### config.mk
export PLATFORM = sky130hd
export DESIGN_NAME = lpm_front
export DESIGN_NICKNAME = d
export VERILOG_FILES = /design/src/rtl/lpm_pkg.sv /design/src/rtl/lpm_front.sv
export SDC_FILE = /design/constraint.sdc
export NUM_CORES = 1
export LEC_CHECK = 0
export BUFFER_PORTS_ARGS = -buffer_cell sky130_fd_sc_hd__clkbuf_2
export CORE_MARGIN = 2
export CORE_UTILIZATION = 35
export CTS_BUF_LIST = sky130_fd_sc_hd__clkbuf_4 sky130_fd_sc_hd__clkbuf_8 sky130_fd_sc_hd__clkbuf_16
export DETAILED_ROUTE_END_ITERATION = 6
export PLACE_DENSITY = 0.55
export SLEW_MARGIN = 40
export SYNTH_ARGS = -nofsm -noshare
export SYNTH_HDL_FRONTEND = slang
export SYNTH_SLANG_ARGS = --single-unit
### constraint.sdc
create_clock -name clk -period 5.77 [get_ports clk]
set_input_delay 1.154 -clock clk [delete_from_list [all_inputs] [get_ports clk]]
set_output_delay 1.154 -clock clk [all_outputs]
set_load 0.1 [all_outputs]
### src/rtl/lpm_pkg.sv
package lpm_pkg;

  // Operation codes carried by an input transaction.
  localparam logic OP_ADD    = 1'b0;
  localparam logic OP_LOOKUP = 1'b1;

  // Result status codes.
  localparam logic [1:0] ST_OK   = 2'd0;
  localparam logic [1:0] ST_DUP  = 2'd1;
  localparam logic [1:0] ST_NONE = 2'd2;
  localparam logic [1:0] ST_FULL = 2'd3;

  typedef struct packed {
    logic        operation;
    logic [31:0] address;
    logic [31:0] prefix_mask;
    logic [31:0] hop_address;
    logic [7:0]  port_number;
  } item_t;

  typedef struct packed {
    logic [1:0]  status;
    logic [31:0] found_hop;
    logic [7:0]  found_port;
  } result_t;

  // Queue status seen by the walk engine.
  typedef struct packed {
    logic  valid;
    item_t item;
  } queue_head_t;

endpackage

### src/rtl/lpm_front.sv
module lpm_front (
  input  logic                 clk,
  input  logic                 rst,
  input  logic                 enable,
  input  logic                 in_valid,
  output logic                 in_ready,
  input  lpm_pkg::item_t       in_item,
  output lpm_pkg::queue_head_t head,
  input  logic                 pop
);

  lpm_pkg::item_t slots [2];
  logic       wr_ptr;
  logic       rd_ptr;
  logic [1:0] count;
  logic       push;
  logic       take;

  // Transactions are taken while there is room and the store is not being cleared.
  assign in_ready = enable && (count != 2'd2);
  assign push     = in_valid && in_ready;
  assign take     = pop && (count != 2'd0);

  assign head.valid = (count != 2'd0);
  assign head.item  = slots[rd_ptr];

  // Two-entry queue between the input channel and the walk engine.
  always_ff @(posedge clk) begin
    if (push) begin
      slots[wr_ptr] <= in_item;
    end
    if (rst) begin
      wr_ptr <= 1'b0;
      rd_ptr <= 1'b0;
      count  <= 2'd0;
    end else begin
      if (push) begin
        wr_ptr <= ~wr_ptr;
      end
      if (take) begin
        rd_ptr <= ~rd_ptr;
      end
      count <= count + {1'b0, push} - {1'b0, take};
    end
  end

endmodule

# --- Word-level counts from Yosys, hierarchy flattened ---
# Memories as Yosys holds them, arrays and structs flattened. A register that Yosys moved wholly into a read port is not among the register bits.
# Index checks and enable logic that the tools add are counted.
op_classes:
  n_reduce_logical: 4
  order_cmp: 0
  n_mux: 4
  n_bitwise: 2
  n_eq_ne: 1
  n_shift: 0
  add_sub_neg: 2
  mul: 0
  div_mod_pow: 0
op_table:
  columns: ["operator", "n"]
  rows:
  - ["$mux 1", 4]
  - ["$logic_and 1x1->1", 3]
  - ["$add 2x1->2", 1]
  - ["$ne 2x2->1 const B", 1]
  - ["$not 1->1", 2]
  - ["$reduce_bool 2->1", 1]
  - ["$sub 2x1->2", 1]
totals:
  romBits: 0
  in_bits: 110
  n_memories: 1
  latch_bits: 0
  wordCells: 17
  register_bits: 4
  ram_bits: 210
mem_list:
  columns: ["memory", "depth", "word_bits", "read_ports", "rd_ports_with_merged_regs", "write_ports", "line_no", "text"]
  rows:
  - ["slots", 2, 105, 1, 1, 1, "lpm_front.sv:12", "lpm_pkg::item_t slots [2];"]

# --- Logic depth before layout (Yosys ltp) ---
logic_depth:
  ltp_word: 5
  ltp_mapped: 8
  ltp_nobuf: 8

# --- Worst setup path before layout ---
# Ideal clock, no wire load.
synth_path:
  path_kind: "input to register"
  from: "in in_valid"
  to: "mem slots[0][0] in the netlist's numbering (enable)"
  n_path_buf: 0
  stages: 2
  path_slack_ps: -452
  t_arrival_ps: 5652
  path_cell_list: "nand3_1 > nor2_1"
synth_between:
  elab_chain_len: 3
synth_lines:
  columns: ["element", "line_no", "text"]
  rows:
  - ["start: declaration", "lpm_front.sv:5", "input logic in_valid,"]
  - ["$logic_and 1x1->1", "lpm_front.sv:21", "assign push = in_valid && in_ready;"]
  - ["$mux 1", "lpm_front.sv:29", "if (push) begin"]
  - ["$mux 1 (implied by the code)", "lpm_front.sv:30", "slots[wr_ptr] <= in_item;"]
  - ["end: declaration", "lpm_front.sv:12", null]
# No other way between the ends.

==> results.rst <==
.. list-table::
   :header-rows: 1

   * - Metric
     - Value
   * - FILL cells
     - between 1500 and 2000
   * - Netlist cell types
     - 21
   * - Via count of the first global-routing pass
     - 4277
   * - Worst clock skew
     - 0.0111 ns
   * - Count of unresolved DRC violations after routing
     - 0
   * - Path class of the lowest-slack min-delay path
     - reg2reg
   * - Routing usage on met3
     - 4.42%
   * - Warnings from Yosys
     - 0
   * - Worst EP required
     - 4.62 ns
   * - Setup_tns
     - 0 ns
   * - F_max
     - slightly below 300 MHz
   * - Total placed instance area
     - 9500 µm²
   * - Number of maximum-capacitance constraint violations
     - 0
   * - Data arrival time at the worst-slack endpoint
     - 2.28 ns
   * - Site row count
     - 55
   * - Syn Inst Count
     - 353
   * - Crit Path Class
     - reg2out
   * - Number of setup buffers added after CTS
     - 0
   * - Placed cells
     - 850
   * - Critical path startpoint category
     - flip-flop
   * - Power per cell area
     - 582 nW/µm²
   * - Yosys reg bits
     - 215
   * - Total iterations of the first detailed-routing run
     - 4
   * - Setup repair after global routing missed its margin
     - false
   * - Top fanout value on the critical path
     - 27
   * - Number of sinks on the clock net
     - 215
   * - I/O pins
     - 217
   * - Instance count along the most critical hold path
     - 2
   * - Global-route wire length before repair
     - 23.3 mm
   * - Result of the run
     - complete, no violations
   * - Sequential fraction of the synthesis area
     - 79.4%
   * - Met2 Usage GRT
     - between 10% and 20%
   * - Clock root cell
     - clkbuf_16
   * - Setup-failing EPs final
     - 0
   * - Routed vias
     - 4062
   * - Netlist Area Pre-Place
     - 8070 µm²
   * - Clock latency on the worst-skew pair
     - 0.50 ns
   * - Overall die width
     - 156 µm
   * - Fraction of final layout cells with drive strength greater than 1
     - 61.1%
   * - Measured slew at the worst slew-check pin
     - 0.665 ns
   * - Total Wirelength
     - 15.2 mm
   * - Number of vias per cell
     - 4.55
   * - Buffer depth of the longest clock path
     - 3
   * - Leading cell types in the layout, fill and taps excluded
     - clkbuf_2, edfxtp_1, mux2_2
   * - Static leakage
     - 3.96 nW
   * - Final worst setup slack
     - approximately 2.3 ns
   * - Clock tree from TritonCTS
     - done
   * - Total global-route track usage
     - 12.2%
   * - Cts hold-fix bufs
     - 0
   * - Floorplan Core Area
     - 22600 µm²
   * - Starting density of the core
     - 35.6%
   * - Antenna violations before repair
     - 0
   * - Post-DR wirelength/cell
     - 17.0 µm
   * - Die outline height
     - 156 µm
   * - Element type at the critical path end
     - primary output
   * - CP max stage cell
     - dfxtp_4
   * - Final Hold Slack
     - 0.525 ns
   * - Slew headroom
     - 55.6%
   * - Port Buffers
     - 216
   * - Maximum number of pins on one net before global-route repair
     - 59
   * - Level count of the clock H-tree
     - 1
   * - Critical path's largest stage delay
     - roughly 0.55 ns
   * - Largest vdd supply drop
     - a little over 0.4 mV
   * - Area of combinational cells with multiple inputs
     - 1520 µm²
   * - Routing usage on met1
     - 15.3%
   * - Hold Fails Final Rpt
     - 0
   * - Non-filler instance count after layout
     - 892
   * - Clock buffers created by TritonCTS
     - 24
   * - Global placer's final weighted congestion
     - just under 0.7
   * - Post-cts resize count
     - 0
   * - Grt ovf
     - 0
   * - Commonest non-fill, non-tap cell in the layout
     - clkbuf_2
   * - Area of the die
     - approximately 24000 µm²
   * - Final cycle utilization of the critical path
     - 59.5%
   * - Most congested layer reported by global routing
     - met2
   * - Storage element area
     - about 6400 µm²
   * - Remaining number of nets flagged by the antenna check after routing
     - 0
   * - Final design area excluding fillers
     - about 10000 µm²
   * - Clk slew on worst S/H paths
     - 0.06 ns
   * - Synth Area per Inst
     - 22.8 µm²
   * - Max-slew violation count
     - 0
   * - Antenna diodes
     - 0
   * - Net total in the final layout
     - 704
   * - Layout overhead on the synthesized area
     - 27.9%
   * - Synthesized Nets
     - 465
   * - Register-to-Register Path Depth
     - 5
   * - 1st-iter DRT viols
     - 176
   * - Clock period minus worst slack
     - 3.43 ns
   * - Worst slack at placement
     - 2.77 ns
   * - Register-to-Register Setup Slack
     - approximately 3.8 ns
   * - Detailed Place HPWL
     - 10.3 mm
   * - Cells along the critical path
     - buf_16, buf_12, mux2_2, clkbuf_2
report_power, final:
part	internal [W]	switching, W	total, W
sequential	0.00186	0.0000585	0.00192
clock	0.000953	0.000563	0.00152
combinational	0.000539	0.00203	0.00257
total	0.00335	0.00265	0.00601
synthesized netlist by cell type (all sizes together):
library cell | number | area [µm²]
inv | 1 | 3.75
nor3 | 1 | 5.00
mux2 | 106 | 1380
xnor2 | 1 | 8.76
nand3 | 1 | 5.00
dfxtp | 5 | 100
edfxtp | 210 | 6310
ha | 2 | 25.0
nor2b | 2 | 12.5
and3 | 1 | 6.26
nor2 | 5 | 18.8
and2 | 2 | 12.5
buf | 12 | 151
or2 | 1 | 6.26
o21a | 1 | 7.51
nand2b | 1 | 6.26
xor2 | 1 | 8.76
metal layers:
layer	share of wire, %	vias to the layer above
li1	-	1880
met1	41	1983
met2	47	173
met3	9.9	26
met4	2.2	0
met5	0	-
through the flow:
stage / util, % / power, W
after detailed placement: 42.0 / 0.00454
final: 45.6 / 0.00601
after CTS: 45.5 / 0.00609
after global routing: 45.6 / 0.00622
after global placement: 41.6 / 0.00450
after floorplan: - / 0.00423
registers in the layout, indices dropped and copies added, names as in the netlist, named ones only:
register and flops:
count 2, rd_ptr 1, slots 210, wr_ptr 1
final timing paths:
check,startpoint,end
setup / recovery,flip-flop,head[104]
setup reg to reg,count[0]$_SDFF_PP0_,slots[1][73]$_DFFE_PP_
hold / removal,rd_ptr$_SDFFE_PP0P_,rd_ptr$_SDFFE_PP0P_
hold reg to reg,rd_ptr$_SDFFE_PP0P_,rd_ptr$_SDFFE_PP0P_
kinds of logic after synthesis:
group | count (synthesis) | synth area share, %
AND/OR/NAND/NOR | 14 | 0.900
AO/OA/AOI/OAI | 1 | 0.0931
adder cells (fa/ha/maj) | 2 | 0.310
buffers and inverters | 13 | 1.92
XOR/XNOR | 2 | 0.217
multiplexers | 106 | 17.1
flip-flops | 215 | 79.4
worst max-delay path: cells and delay by family (launching register included):
kind	cells	cell delay, ns
flip-flops	1	0.55
multiplexers	1	0.37
buffers and inverters	3	0.82
area by class of cell:
type / count / share of cell area [%]
tap: 285 / 3.46
sequential: 215 / 62.1
clock inverter: 9 / 1.14
timing repair buffer: 225 / 11.9
inverter: 1 / 0.0364
clock buffer: 32 / 6.58
multi-input combinational: 125 / 14.7
No activity file was read; power rests on OpenSTA's default activity.
